**config.mk**
```make
export PLATFORM = sky130hd
export DESIGN_NAME = rtnh_ctrl
export DESIGN_NICKNAME = d
export VERILOG_FILES = /design/src/hw/rtl/rtnh_pkg.sv /design/src/hw/rtl/rtnh_ctrl.sv
export SDC_FILE = /design/constraint.sdc
export NUM_CORES = 1
export LEC_CHECK = 0
export BUFFER_PORTS_ARGS = -buffer_cell sky130_fd_sc_hd__buf_2
export CORE_ASPECT_RATIO = 1.2
export CORE_UTILIZATION = 55
export CTS_CLUSTER_DIAMETER = 150
export DETAILED_ROUTE_END_ITERATION = 16
export GPL_ROUTABILITY_DRIVEN = 0
export PLACE_DENSITY_LB_ADDON = 0.3
export SETUP_SLACK_MARGIN = 0.4
export SLEW_MARGIN = 20
export SYNTH_ARGS = -nofsm -noshare
export SYNTH_HDL_FRONTEND = slang
export SYNTH_SLANG_ARGS = --single-unit
```
**constraint.sdc**
```tcl
create_clock -name clk -period 2.8 [get_ports clk]
set_input_delay 0.42 -clock clk [delete_from_list [all_inputs] [get_ports clk]]
set_output_delay 0.42 -clock clk [all_outputs]
set_load 0.01 [all_outputs]
```
**src/hw/rtl/rtnh_pkg.sv**
```systemverilog
// Shared types, constants and micro-op table for the ray/triangle nearest-hit core.
package rtnh_pkg;

  localparam int FRAC_BITS_DEF = 16;
  localparam int TAG_W         = 32;
  localparam int CFG_AW        = 3;
  localparam int STEP_W        = 5;

  // configuration register indexes
  localparam logic [CFG_AW-1:0] CFG_ORIGIN_X = 3'd0;
  localparam logic [CFG_AW-1:0] CFG_ORIGIN_Y = 3'd1;
  localparam logic [CFG_AW-1:0] CFG_ORIGIN_Z = 3'd2;
  localparam logic [CFG_AW-1:0] CFG_DIR_X    = 3'd3;
  localparam logic [CFG_AW-1:0] CFG_DIR_Y    = 3'd4;
  localparam logic [CFG_AW-1:0] CFG_DIR_Z    = 3'd5;
  localparam logic [CFG_AW-1:0] CFG_DET_THR  = 3'd6;

  // multiplier A operand sources
  localparam logic [3:0] SA_D0  = 4'd0;
  localparam logic [3:0] SA_D1  = 4'd1;
  localparam logic [3:0] SA_D2  = 4'd2;
  localparam logic [3:0] SA_E10 = 4'd3;
  localparam logic [3:0] SA_E11 = 4'd4;
  localparam logic [3:0] SA_E12 = 4'd5;
  localparam logic [3:0] SA_TV0 = 4'd6;
  localparam logic [3:0] SA_TV1 = 4'd7;
  localparam logic [3:0] SA_TV2 = 4'd8;
  localparam logic [3:0] SA_E20 = 4'd9;
  localparam logic [3:0] SA_E21 = 4'd10;
  localparam logic [3:0] SA_E22 = 4'd11;

  // multiplier B operand sources
  localparam logic [3:0] SB_E20 = 4'd0;
  localparam logic [3:0] SB_E21 = 4'd1;
  localparam logic [3:0] SB_E22 = 4'd2;
  localparam logic [3:0] SB_P0  = 4'd3;
  localparam logic [3:0] SB_P1  = 4'd4;
  localparam logic [3:0] SB_P2  = 4'd5;
  localparam logic [3:0] SB_E10 = 4'd6;
  localparam logic [3:0] SB_E11 = 4'd7;
  localparam logic [3:0] SB_E12 = 4'd8;
  localparam logic [3:0] SB_Q0  = 4'd9;
  localparam logic [3:0] SB_Q1  = 4'd10;
  localparam logic [3:0] SB_Q2  = 4'd11;
  localparam logic [3:0] SB_T   = 4'd12;

  // accumulator destinations
  localparam logic [3:0] DS_P0  = 4'd0;
  localparam logic [3:0] DS_P1  = 4'd1;
  localparam logic [3:0] DS_P2  = 4'd2;
  localparam logic [3:0] DS_DET = 4'd3;
  localparam logic [3:0] DS_NU  = 4'd4;
  localparam logic [3:0] DS_Q0  = 4'd5;
  localparam logic [3:0] DS_Q1  = 4'd6;
  localparam logic [3:0] DS_Q2  = 4'd7;
  localparam logic [3:0] DS_NV  = 4'd8;
  localparam logic [3:0] DS_NT  = 4'd9;
  localparam logic [3:0] DS_HX  = 4'd10;
  localparam logic [3:0] DS_HY  = 4'd11;
  localparam logic [3:0] DS_HZ  = 4'd12;

  // step ranges of the micro-op table
  localparam logic [STEP_W-1:0] STEP_MAC_END = 5'd24;
  localparam logic [STEP_W-1:0] STEP_PNT_BEG = 5'd24;
  localparam logic [STEP_W-1:0] STEP_PNT_END = 5'd27;

  typedef struct packed {
    logic       vld;
    logic       first;
    logic       last;
    logic       sub;
    logic [3:0] asel;
    logic [3:0] bsel;
    logic [3:0] dst;
  } uop_t;

  typedef struct packed {
    logic              load;
    logic              issue;
    logic [STEP_W-1:0] step;
    logic              check;
    logic              div_step;
    logic              cmp;
    logic              emit;
  } cmd_t;

  typedef struct packed {
    logic miss;
    logic better;
  } sts_t;

  function automatic uop_t mk(input logic f, input logic l, input logic s,
                              input logic [3:0] a, input logic [3:0] b,
                              input logic [3:0] d);
    uop_t u;
    u.vld = 1'b1; u.first = f; u.last = l; u.sub = s;
    u.asel = a; u.bsel = b; u.dst = d;
    return u;
  endfunction

  function automatic uop_t uop(input logic [STEP_W-1:0] step);
    uop_t u;
    u = '0;
    case (step)
      5'd0:  u = mk(1'b1, 1'b0, 1'b0, SA_D1,  SB_E22, DS_P0);
      5'd1:  u = mk(1'b0, 1'b1, 1'b1, SA_D2,  SB_E21, DS_P0);
      5'd2:  u = mk(1'b1, 1'b0, 1'b0, SA_D2,  SB_E20, DS_P1);
      5'd3:  u = mk(1'b0, 1'b1, 1'b1, SA_D0,  SB_E22, DS_P1);
      5'd4:  u = mk(1'b1, 1'b0, 1'b0, SA_D0,  SB_E21, DS_P2);
      5'd5:  u = mk(1'b0, 1'b1, 1'b1, SA_D1,  SB_E20, DS_P2);
      5'd6:  u = mk(1'b1, 1'b0, 1'b0, SA_E10, SB_P0,  DS_DET);
      5'd7:  u = mk(1'b0, 1'b0, 1'b0, SA_E11, SB_P1,  DS_DET);
      5'd8:  u = mk(1'b0, 1'b1, 1'b0, SA_E12, SB_P2,  DS_DET);
      5'd9:  u = mk(1'b1, 1'b0, 1'b0, SA_TV0, SB_P0,  DS_NU);
      5'd10: u = mk(1'b0, 1'b0, 1'b0, SA_TV1, SB_P1,  DS_NU);
      5'd11: u = mk(1'b0, 1'b1, 1'b0, SA_TV2, SB_P2,  DS_NU);
      5'd12: u = mk(1'b1, 1'b0, 1'b0, SA_TV1, SB_E12, DS_Q0);
      5'd13: u = mk(1'b0, 1'b1, 1'b1, SA_TV2, SB_E11, DS_Q0);
      5'd14: u = mk(1'b1, 1'b0, 1'b0, SA_TV2, SB_E10, DS_Q1);
      5'd15: u = mk(1'b0, 1'b1, 1'b1, SA_TV0, SB_E12, DS_Q1);
      5'd16: u = mk(1'b1, 1'b0, 1'b0, SA_TV0, SB_E11, DS_Q2);
      5'd17: u = mk(1'b0, 1'b1, 1'b1, SA_TV1, SB_E10, DS_Q2);
      5'd18: u = mk(1'b1, 1'b0, 1'b0, SA_D0,  SB_Q0,  DS_NV);
      5'd19: u = mk(1'b0, 1'b0, 1'b0, SA_D1,  SB_Q1,  DS_NV);
      5'd20: u = mk(1'b0, 1'b1, 1'b0, SA_D2,  SB_Q2,  DS_NV);
      5'd21: u = mk(1'b1, 1'b0, 1'b0, SA_E20, SB_Q0,  DS_NT);
      5'd22: u = mk(1'b0, 1'b0, 1'b0, SA_E21, SB_Q1,  DS_NT);
      5'd23: u = mk(1'b0, 1'b1, 1'b0, SA_E22, SB_Q2,  DS_NT);
      5'd24: u = mk(1'b1, 1'b1, 1'b0, SA_D0,  SB_T,   DS_HX);
      5'd25: u = mk(1'b1, 1'b1, 1'b0, SA_D1,  SB_T,   DS_HY);
      5'd26: u = mk(1'b1, 1'b1, 1'b0, SA_D2,  SB_T,   DS_HZ);
      default: u = '0;
    endcase
    return u;
  endfunction

  function automatic logic [31:0] sat32(input logic signed [65:0] v);
    logic [31:0] r;
    r = v[31:0];
    if (v > 66'sh0_7FFF_FFFF) r = 32'h7FFF_FFFF;
    else if (v < -66'sh0_8000_0000) r = 32'h8000_0000;
    return r;
  endfunction

endpackage

```
**src/hw/rtl/rtnh_ctrl.sv**
```systemverilog
// Sequencer for the ray/triangle nearest-hit core: issue, divide, compare, emit.
module rtnh_ctrl #(
  parameter int NUM_W = 48
) (
  input  logic            clk,
  input  logic            rst_n,
  input  logic            in_tvalid,
  output logic            in_tready,
  input  logic            in_tlast,
  output logic            out_tvalid,
  input  logic            out_tready,
  input  rtnh_pkg::sts_t  sts,
  output rtnh_pkg::cmd_t  cmd
);

  localparam int CNT_W = $clog2(NUM_W);
  localparam logic [CNT_W-1:0] CNT_LAST = CNT_W'(NUM_W - 1);

  localparam logic [2:0] S_IDLE  = 3'd0;
  localparam logic [2:0] S_MAC   = 3'd1;
  localparam logic [2:0] S_CHECK = 3'd2;
  localparam logic [2:0] S_DIV   = 3'd3;
  localparam logic [2:0] S_CMP   = 3'd4;
  localparam logic [2:0] S_PNT   = 3'd5;
  localparam logic [2:0] S_FIN   = 3'd6;
  localparam logic [2:0] S_EMIT  = 3'd7;

  logic [2:0]                    state_r, state_nxt;
  logic [rtnh_pkg::STEP_W-1:0]   step_r, step_nxt;
  logic [CNT_W-1:0]              cnt_r, cnt_nxt;
  logic                          last_r, last_nxt;
  logic                          ovld_r, ovld_nxt;

  assign in_tready  = (state_r == S_IDLE);
  assign out_tvalid = ovld_r;

  always_comb begin
    state_nxt = state_r;
    step_nxt  = step_r;
    cnt_nxt   = cnt_r;
    last_nxt  = last_r;
    ovld_nxt  = ovld_r && !out_tready;
    cmd       = '0;
    cmd.step  = step_r;
    case (state_r)
      S_IDLE: begin
        if (in_tvalid) begin
          cmd.load  = 1'b1;
          last_nxt  = in_tlast;
          step_nxt  = '0;
          state_nxt = S_MAC;
        end
      end
      S_MAC: begin
        if (step_r == rtnh_pkg::STEP_MAC_END) begin
          state_nxt = S_CHECK;
        end else begin
          cmd.issue = 1'b1;
          step_nxt  = step_r + 1'b1;
        end
      end
      S_CHECK: begin
        cmd.check = 1'b1;
        cnt_nxt   = '0;
        state_nxt = S_DIV;
      end
      S_DIV: begin
        if (sts.miss) begin
          state_nxt = S_FIN;
        end else begin
          cmd.div_step = 1'b1;
          cnt_nxt      = cnt_r + 1'b1;
          if (cnt_r == CNT_LAST) state_nxt = S_CMP;
        end
      end
      S_CMP: begin
        cmd.cmp = 1'b1;
        if (sts.better) begin
          step_nxt  = rtnh_pkg::STEP_PNT_BEG;
          state_nxt = S_PNT;
        end else begin
          state_nxt = S_FIN;
        end
      end
      S_PNT: begin
        if (step_r == rtnh_pkg::STEP_PNT_END) begin
          state_nxt = S_FIN;
        end else begin
          cmd.issue = 1'b1;
          step_nxt  = step_r + 1'b1;
        end
      end
      S_FIN: begin
        state_nxt = last_r ? S_EMIT : S_IDLE;
      end
      S_EMIT: begin
        if (!ovld_r || out_tready) begin
          cmd.emit  = 1'b1;
          ovld_nxt  = 1'b1;
          state_nxt = S_IDLE;
        end
      end
      default: state_nxt = S_IDLE;
    endcase
  end

  always_ff @(posedge clk) begin
    if (!rst_n) begin
      state_r <= S_IDLE;
      step_r  <= '0;
      cnt_r   <= '0;
      last_r  <= 1'b0;
      ovld_r  <= 1'b0;
    end else begin
      state_r <= state_nxt;
      step_r  <= step_nxt;
      cnt_r   <= cnt_nxt;
      last_r  <= last_nxt;
      ovld_r  <= ovld_nxt;
    end
  end

endmodule

```
==> summary.md, run 1 <==
| Metric | Value |
|---|---|
| Status | `completed` |
| Post-synthesis adder-cell area fraction | `0.0372` |
| # setup viols final | `0` |
| Drt drc | `0` |
| Iteration-0 DRC Markers | `10` |
| Final ANT Viol Nets | `0` |
| Peak VDD IR | `418 µV` |
| Reg2Reg Setup Slack | `1.20 ns` |
| Syn Nets | `132` |
| Syn avg cell area | `8.28 µm²` |
| Family with the most delay on the worst path | `flip-flops` |
| Pwr Density | `516 nW/µm²` |
| Via count | `880` |
| Worst Setup Path Type | `reg2out` |
| Die ar. | `2010 µm²` |
| Post CTS Setup Buffer Count | `0` |
| Clock skew | `0.00184 ns` |
| Commonest cells after routing, fill and taps aside | `buf_2 (19), dfxtp_1 (16), nand2_1 (11), nor2_1 (9), nand3_1 (9)` |
| Synthesized area | `1010 µm²` |
| Xor-xnor portion of the synthesized cell area | `0.0347` |
| Synth async-reset ratio | `0` |
| Fill cell count | `163` |
| Hold path endpoint | `last_r` |
| Final Slew Violations | `0` |
| P_leak | `0.449 nW` |
| Buf+Inv Stages, Crit Path | `2` |
| Clk_lat worst skew | `0.28 ns` |
| Startpoint type of the worst setup path | `flip-flop` |
| Port Buf Inserts | `19` |
| H-tree depth | `1` |
| CTS clock-pin slew for the worst setup and hold paths | `0.09 ns` |
| Syn. warnings | `0` |
| Antenna fix cells | `0` |
| Period utilization | `0.742` |
| Number of cells on the critical path | `5` |
| Hold path cells | `3` |
| CTS tree | `yes` |
| Hold wc startpoint | `in_tlast` |
| Chip width | `41.1 µm` |
| Total clock sinks | `16` |
| Critical Path RT | `2.38 ns` |
| Worst Hold Margin | `0.397 ns` |
| Antenna violations before repair | `0` |
| All-Layer GR Usage | `0.233` |
| Netlist cell types | `39` |
| CTS Buf Count | `3` |
| Share of layout cells above drive strength 1 | `0.225` |
| Slew Limit Headroom | `0.590` |
| Most common cell after layout, fill and taps aside | `buf_2` |
| Max cap viols | `0` |
| CTS resizes | `0` |
| Largest net degree at the start of global routing | `23` |
| # nets final | `149` |
| FF-to-FF End | `step_r[1]` |
| GRT overflow | `0` |
| Final Hold Fails | `0` |
| Core ar. | `1680 µm²` |
| Origin of the critical flop-to-flop path | `step_r[0]` |
| Initial Util | `0.600` |
| Clock Path Buffers | `2` |
| Mux cell area share after synthesis | `0.0409` |
| Synthesis-to-finish area growth | `10.7%` |
| Drt wl/cell | `12.9 µm` |
| Max stage delay on crit path | `0.46 ns` |
| Standard-cell rows | `16` |
| Crit path DAT | `1.66 ns` |
| First-pass GRT wire length | `3360 µm` |
| Worst path cell trace | `inv_1, ha_1, mux2_2, a31oi_4, buf_2` |
| Synth Area in Simple Gates | `0.331` |
| Crit end category | `output pin` |
| Die height | `48.9 µm` |
| Measured slew at the worst slew-check pin | `0.614 ns` |
| Synth Flop Type | `dfxtp_1` |
| CTS Hold Bufs | `0` |
| Complex-gate fraction of the synthesized area | `0.175` |
| R2R depth | `5` |
| Synth Instances | `122` |
| Post-synthesis sequential area ratio | `0.317` |
| Post-detailed-routing wire length | `2010 µm` |
| Unrepaired setup endpoints after global routing | `no` |
| Number of global-route vias before repair | `772` |
| Critical Path Slowest Stage Cell | `dfxtp_1` |
| FF+latch count, synth | `16` |
| DR vias/cell | `5.64` |
| Largest family of logic cells by synthesized area | `simple AND/OR/NAND/NOR gates` |
| Post-synth EDFFs | `0` |
| Worst Hold Class | `in2reg` |
| Fmax | `481 MHz` |
| Top-Level Pins | `20` |
| Final HPWL DP | `1460 µm` |
| Min Tclk post-route | `2.08 ns` |
| CTS Root Cell | `clkbuf_4` |
| Setup TNS | `0 ns` |
| Critical Path Fanout Max | `7` |
| Drt first pass iters | `4` |
synth_stat cells (2+ instances only):
cell       n  area share
a21boi_1   2       0.015
a21oi_1    7       0.035
and2_1     2       0.012
buf_2      4       0.020
buf_6      2       0.022
dfxtp_1   16        0.32
ha_1       3       0.037
inv_1      5       0.019
mux2i_1    3       0.030
nand2_1   11       0.041
nand2b_1   4       0.025
nand3_1    9       0.045
nand3b_1   3       0.022
nand4_1    3       0.019
nor2_1     9       0.033
nor2b_1    6       0.037
nor3_1     4       0.020
o21ai_0    5       0.025
o22ai_1    2       0.012
xnor2_1    2       0.017
xor2_1     2       0.017
sequential cells by signal, indices dropped and copies added (netlist names):
| name | flops |
|---|---|
| cnt_r | 6 |
| last_r | 1 |
| out_tvalid | 1 |
| state_r | 3 |
| step_r | 5 |
final cells by class:
cell class	instances	area [µm²]	area share
clock buffer	4	36.3	0.0325
inverter	5	18.8	0.0168
multi-input combinational	94	624	0.559
sequential	16	320	0.287
tap	18	22.5	0.0202
timing repair buffer	19	95.1	0.0851
layer usage:
metal  up-vias  track usage  share of wire
li1        457            -              -
met1       405        0.322           0.46
met2        16        0.352           0.50
met3         2       0.0411          0.029
met4         0       0.0806         0.0070
met5         -            0              0
cells by family after synthesis:
family,after synthesis
flops,16
fa+ha+maj,3
xor+xnor,4
compound gates,25
mux,4
simple gates,58
buf+inv,12
worst reg2reg max path, stage by stage (launching register included):
cell     delay, ns
dfxtp_1       0.46
ha_1          0.29
mux2_2        0.22
nand4_1       0.17
nand2_1       0.21
mux2i_1       0.19
how the worst max path moves through the flow:
| stage | from | endpoint | slack, ns |
|---|---|---|---|
| after global routing | state_r[0] | cmd[9] | 0.60 |
| after floorplan | step_r[0] | cmd[9] | 1.20 |
| after detailed placement | state_r[2] | cmd[9] | 1.06 |
| final | step_r[0] | cmd[9] | 0.72 |
| after CTS | step_r[0] | cmd[9] | 0.71 |
| after global placement | state_r[2] | cmd[9] | 1.07 |
report_power, final:
group / switching (mW) / internal, mW
Combinational: 0.0789 / 0.0682
Clock: 0.0698 / 0.0791
Sequential: 0.0404 / 0.241
Total: 0.189 / 0.388
through the flow:
| stage | total power [mW] | setup slack (ns) | area (µm²) | utilization | instances |
|---|---|---|---|---|---|
| 4_1_cts | 0.583 | 0.714 | 1120 | 0.664 | 156 |
| 5_1_grt | 0.615 | 0.600 | 1120 | 0.664 | 156 |
| 6_report | 0.577 | 0.723 | 1120 | 0.664 | 156 |
| 2_1_floorplan | 0.401 | 1.20 | 1010 | - | 122 |
| 3_5_place_dp | 0.432 | 1.06 | 1080 | 0.643 | 152 |
| 3_3_place_gp | 0.427 | 1.07 | 1080 | 0.643 | 152 |
Note: power is estimated with default switching activity, not from simulation.
==> run 2: changes to the inputs <==
Settings changed: CORE_UTILIZATION 55 to 53.
Clock period 2.8 ns to 2.1 ns, I/O delays scaled along.
==> summary.md, run 2 (same netlist as run 1, synthesis figures left out) <==
| Metric | Value |
|---|---|
| Fmax | `552 MHz` |
| Top-Level Pins | `20` |
| Drt first pass iters | `4` |
| Core ar. | `1700 µm²` |
| Max cap viols | `0` |
| M1 GR Usage | `0.260` |
| Clock Path Buffers | `2` |
| CTS Buf Count | `3` |
| Drt drc | `0` |
| Final Slew Violations | `0` |
| CTS tree | `yes` |
| Setup TNS | `0 ns` |
| R2R depth | `8` |
| Met2 Use GR | `0.336` |
| Max reg flops | `6` |
| Reg2Reg Setup Slack | `0.51 ns` |
| Period utilization | `0.863` |
| Final HPWL DP | `1460 µm` |
| Share of layout cells above drive strength 1 | `0.310` |
| Peak VDD IR | `452 µV` |
| Die height | `49.8 µm` |
| # setup viols final | `0` |
| Largest net degree at the start of global routing | `23` |
| Pwr Density | `651 nW/µm²` |
| Crit path DAT | `1.50 ns` |
| Drt wl/cell | `13.2 µm` |
| Critical Path Start | `step_r[0]` |
| Buf+Inv Stages, Crit Path | `2` |
| Min Tclk post-route | `1.81 ns` |
| Measured slew at the worst slew-check pin | `0.426 ns` |
| Status | `completed` |
| Port Buf Inserts | `19` |
| Family with the most delay on the worst path | `flip-flops` |
| Worst Setup Path Type | `reg2out` |
| Final ANT Viol Nets | `0` |
| Startpoint type of the worst setup path | `flip-flop` |
| Critical Path Slowest Stage Cell | `dfxtp_4` |
| # nets final | `154` |
| Origin of the critical flop-to-flop path | `step_r[0]` |
| Post-detailed-routing wire length | `2110 µm` |
| Critical Path Fanout Max | `4` |
| Placed cell count | `152` |
| Critical Path Sink | `cmd[9]` |
| Clock skew | `0.000725 ns` |
| H-tree depth | `1` |
| Number of global-route vias before repair | `791` |
| Gr busiest metal | `met2` |
| Antenna fix cells | `0` |
| All-Layer GR Usage | `0.197` |
| Commonest cells after routing, fill and taps aside | `buf_2 (18), nand2_1 (11), dfxtp_1 (11), nor2_1 (9), nand3_1 (9)` |
| Unrepaired setup endpoints after global routing | `yes` |
| CTS Root Cell | `clkbuf_4` |
| Grt met3 use | `0.0256` |
| Critical Path RT | `1.78 ns` |
| Post-route cell area | `1200 µm²` |
| Biggest regs | `cnt_r x6, step_r x5, state_r x3` |
| DR vias/cell | `5.86` |
| P_leak | `0.478 nW` |
| Dpl ws | `0.431 ns` |
| Max stage delay on crit path | `0.40 ns` |
| Final Hold Fails | `0` |
| Iteration-0 DRC Markers | `8` |
| Via count | `938` |
| Clk_lat worst skew | `0.28 ns` |
| FF-to-FF End | `step_r[2]` |
| Synthesis-to-finish area growth | `18.6%` |
| Worst Hold Class | `in2reg` |
| Post-DP Area | `1080 µm²` |
| Die ar. | `2080 µm²` |
| Most common cell after layout, fill and taps aside | `buf_2` |
| Initial Util | `0.593` |
| Number of cells on the critical path | `5` |
| Slack of the critical path | `0.288 ns` |
| Slew Limit Headroom | `0.713` |
| Worst path cell trace | `inv_4, ha_4, mux2_4, a31oi_4, buf_6` |
| First-pass GRT wire length | `3310 µm` |
| Standard-cell rows | `16` |
| Worst Hold Margin | `0.306 ns` |
| Chip width | `41.8 µm` |
| Finished Core Util | `0.704` |
| Overall Power | `0.779 mW` |
| Most flop-heavy register | `cnt_r` |
| Antenna violations before repair | `0` |
| CTS clock-pin slew for the worst setup and hold paths | `0.09 ns` |
| Crit end category | `output pin` |
| Final Non-Filler Cells | `160` |
| GRT overflow | `0` |
| Fill cell count | `138` |
| Total clock sinks | `16` |
## run 2: cell types whose count changed in the layout (fill, tap and decap cells not counted), moves of 2 or more
cell	previous run	this run
buf_4	0	5
dfxtp_1	16	11
ha_1	3	1
inv_1	5	3
ha_4	0	2
dfxtp_4	0	5
## run 2: repair_timing
action                     CTS  global route
setup endpoints to repair    5             5
setup buffers                0             5
resized for setup            7            12
pin swaps                    1             1
hold buffers                 0             0
## run 2: routing by layer
metal / wire length (µm) / share of wire / vias to the layer above
met1: 945 / 0.45 / 440
met5: 0 / 0 / -
li1: - / - / 471
met4: 25 / 0.012 / 0
met2: 1050 / 0.50 / 23
met3: 93 / 0.044 / 4
## run 2: cell type report
class	instances	area, µm²	area share
Inverter	5	21.3	0.0178
Sequential cell	16	339	0.283
Timing Repair Buffer	24	139	0.116
Tap cell	18	22.5	0.0188
Clock buffer	3	22.5	0.0188
Multi-Input combinational cell	94	653	0.545
## run 2: how the worst min path moves through the flow
stage	slack (ns)	to	cells after the start	start
detailed placement	0.52	cnt_r[2]	2	cnt_r[2]
finish	0.31	last_r	3	in_tlast
floorplan	0.45	step_r[0]	2	rst_n
global placement	0.51	out_tvalid	2	out_tvalid
CTS	0.30	last_r	3	in_tlast
global route	0.33	last_r	3	in_tlast
## run 2: power by group
group	switching (mW)	total, mW	internal, mW
Sequential	0.0574	0.383	0.325
Clock	0.0909	0.157	0.0664
Combinational	0.119	0.239	0.120
## run 2: tightest hold or removal path, cell delays in order
cell     delay [ns]
buf_2          0.07
mux2i_1        0.06
nor2b_1        0.10
==> run 3: changes to the inputs <==
Settings changed: GPL_TIMING_DRIVEN set to 0.
==> summary.md, run 3 (same netlist as run 1, synthesis figures left out) <==
| Metric | Value |
|---|---|
| Min Tclk post-route | `1.82 ns` |
| Slew Limit Headroom | `0.693` |
| Int Pwr | `0.571 mW` |
| Post-detailed-routing wire length | `2520 µm` |
| Switching Power | `0.297 mW` |
| Max reg flops | `6` |
| Antenna fix cells | `0` |
| Fill cell count | `132` |
| DR vias/cell | `6.03` |
| Sw Ratio | `0.343` |
| Number of cells on the critical path | `5` |
| GRT overflow | `0` |
| Critical Path Fanout Max | `7` |
| Biggest regs | `cnt_r x6, step_r x5, state_r x3` |
| Crit path DAT | `1.51 ns` |
| R2R depth | `7` |
| Critical Path Slowest Stage Cell | `dfxtp_4` |
| Port Buf Inserts | `19` |
| Post-route cell area | `1250 µm²` |
| Clock Power Share | `0.237` |
| Peak VDD IR | `467 µV` |
| Worst Hold Margin | `0.309 ns` |
| Largest net degree at the start of global routing | `11` |
| Via count | `1,007` |
| Clock skew | `0.00282 ns` |
| Worst Setup Path Type | `reg2out` |
| Status | `completed` |
| Worst path cell trace | `inv_4, ha_4, mux2_4, a31oi_4, buf_2` |
| Sequential cell area | `329 µm²` |
| Synthesis-to-finish area growth | `24.3%` |
| Family with the most delay on the worst path | `flip-flops` |
| Reg power frac | `0.402` |
| Most common cell after layout, fill and taps aside | `buf_2` |
| Gate power share | `0.361` |
| Final Slew Violations | `0` |
| Share of layout cells above drive strength 1 | `0.342` |
| Post-DP Area | `1130 µm²` |
| First-pass GRT wire length | `4020 µm` |
| H-tree depth | `1` |
| Number of global-route vias before repair | `951` |
| Measured slew at the worst slew-check pin | `0.455 ns` |
| Drt first pass iters | `4` |
| CTS clock-pin slew for the worst setup and hold paths | `0.10 ns` |
| Drt drc | `0` |
| Drt wl/cell | `15.1 µm` |
| # nets final | `160` |
| Clk_lat worst skew | `0.29 ns` |
| Period utilization | `0.867` |
| Final HPWL DP | `1670 µm` |
| Crit end category | `output pin` |
| Multi-input logic area | `666 µm²` |
| CTS tree | `yes` |
| Chip width | `41.8 µm` |
| Standard-cell rows | `16` |
| Origin of the critical flop-to-flop path | `step_r[0]` |
| Startpoint type of the worst setup path | `flip-flop` |
| Most flop-heavy register | `cnt_r` |
| Top-Level Pins | `20` |
| # setup viols final | `0` |
| Placed cell count | `159` |
| Pwr Density | `692 nW/µm²` |
| Critical Path Start | `step_r[0]` |
| CTS Root Cell | `clkbuf_4` |
| Hold path cells | `3` |
| Die ar. | `2080 µm²` |
| Reg2Reg Setup Slack | `0.47 ns` |
| Max cap viols | `0` |
| Max stage delay on crit path | `0.42 ns` |
| Hold wc startpoint | `in_tlast` |
| Final ANT Viol Nets | `0` |
| All-Layer GR Usage | `0.241` |
| Buf+Inv Stages, Crit Path | `2` |
| Die height | `49.8 µm` |
| Fmax | `549 MHz` |
| Antenna violations before repair | `0` |
| Final Hold Fails | `0` |
| Critical Path RT | `1.78 ns` |
| Core ar. | `1700 µm²` |
| Setup TNS | `0 ns` |
| Unrepaired setup endpoints after global routing | `yes` |
| Iteration-0 DRC Markers | `19` |
| CTS Buf Count | `3` |
| P_leak | `0.513 nW` |
| Final Non-Filler Cells | `167` |
| Worst Hold Class | `in2reg` |
| Initial Util | `0.593` |
| Commonest cells after routing, fill and taps aside | `buf_2 (21), dfxtp_1 (13), nand2_1 (11), nor2_1 (9), nand3_1 (8)` |
| Clock Path Buffers | `2` |
| Total clock sinks | `16` |
## run 3: per-layer routing
| metal | GRT usage | part of all wire |
|---|---|---|
| met1 | 0.307 | 0.43 |
| met2 | 0.414 | 0.51 |
| met3 | 0.0256 | 0.055 |
| met4 | 0.0914 | 0.00079 |
| met5 | 0 | 0 |
## run 3: tightest hold or removal path, delay by kind of cell
| family | cells | cell delay (ns) |
|---|---|---|
| AND/OR/NAND/NOR | 1 | 0.11 |
| multiplexers | 1 | 0.06 |
| buffers and inverters | 1 | 0.07 |
## run 3: per-stage QoR
stage,utilization,power (mW),setup slack [ns]
floorplan,-,0.535,0.610
global placement,0.663,0.598,0.480
detailed placement,0.663,0.605,0.445
CTS,0.702,0.823,0.258
global route,0.738,0.909,0.251
finish,0.738,0.868,0.279
## run 3: cell type report
class                      count  share of cell area
buffer                         7              0.0439
inverter                       5              0.0169
tap                           18              0.0179
sequential                    16               0.262
multi-input combinational     94               0.530
timing repair buffer          23              0.0997
clock buffer                   4              0.0289
## run 3: path summary, 6_finish.rpt
path | endpoint
setup / recovery | cmd[9]
setup reg to reg | step_r[3]
hold / removal | last_r
hold reg to reg | step_r[1]
## run 3: timing repair
item,CTS,global route
buffers inserted,2,2
pin swaps,2,2
gates resized for setup,8,13
setup endpoints to repair,1,5
hold buffers,0,0
## run 3: power groups by stage
stage / combinational (mW) / sequential (mW) / clock (mW)
floorplan: 0.188 / 0.346 / 0
global placement: 0.252 / 0.346 / 0
detailed placement: 0.258 / 0.347 / 0
CTS: 0.272 / 0.341 / 0.209
global route: 0.339 / 0.351 / 0.220
finish: 0.314 / 0.349 / 0.206
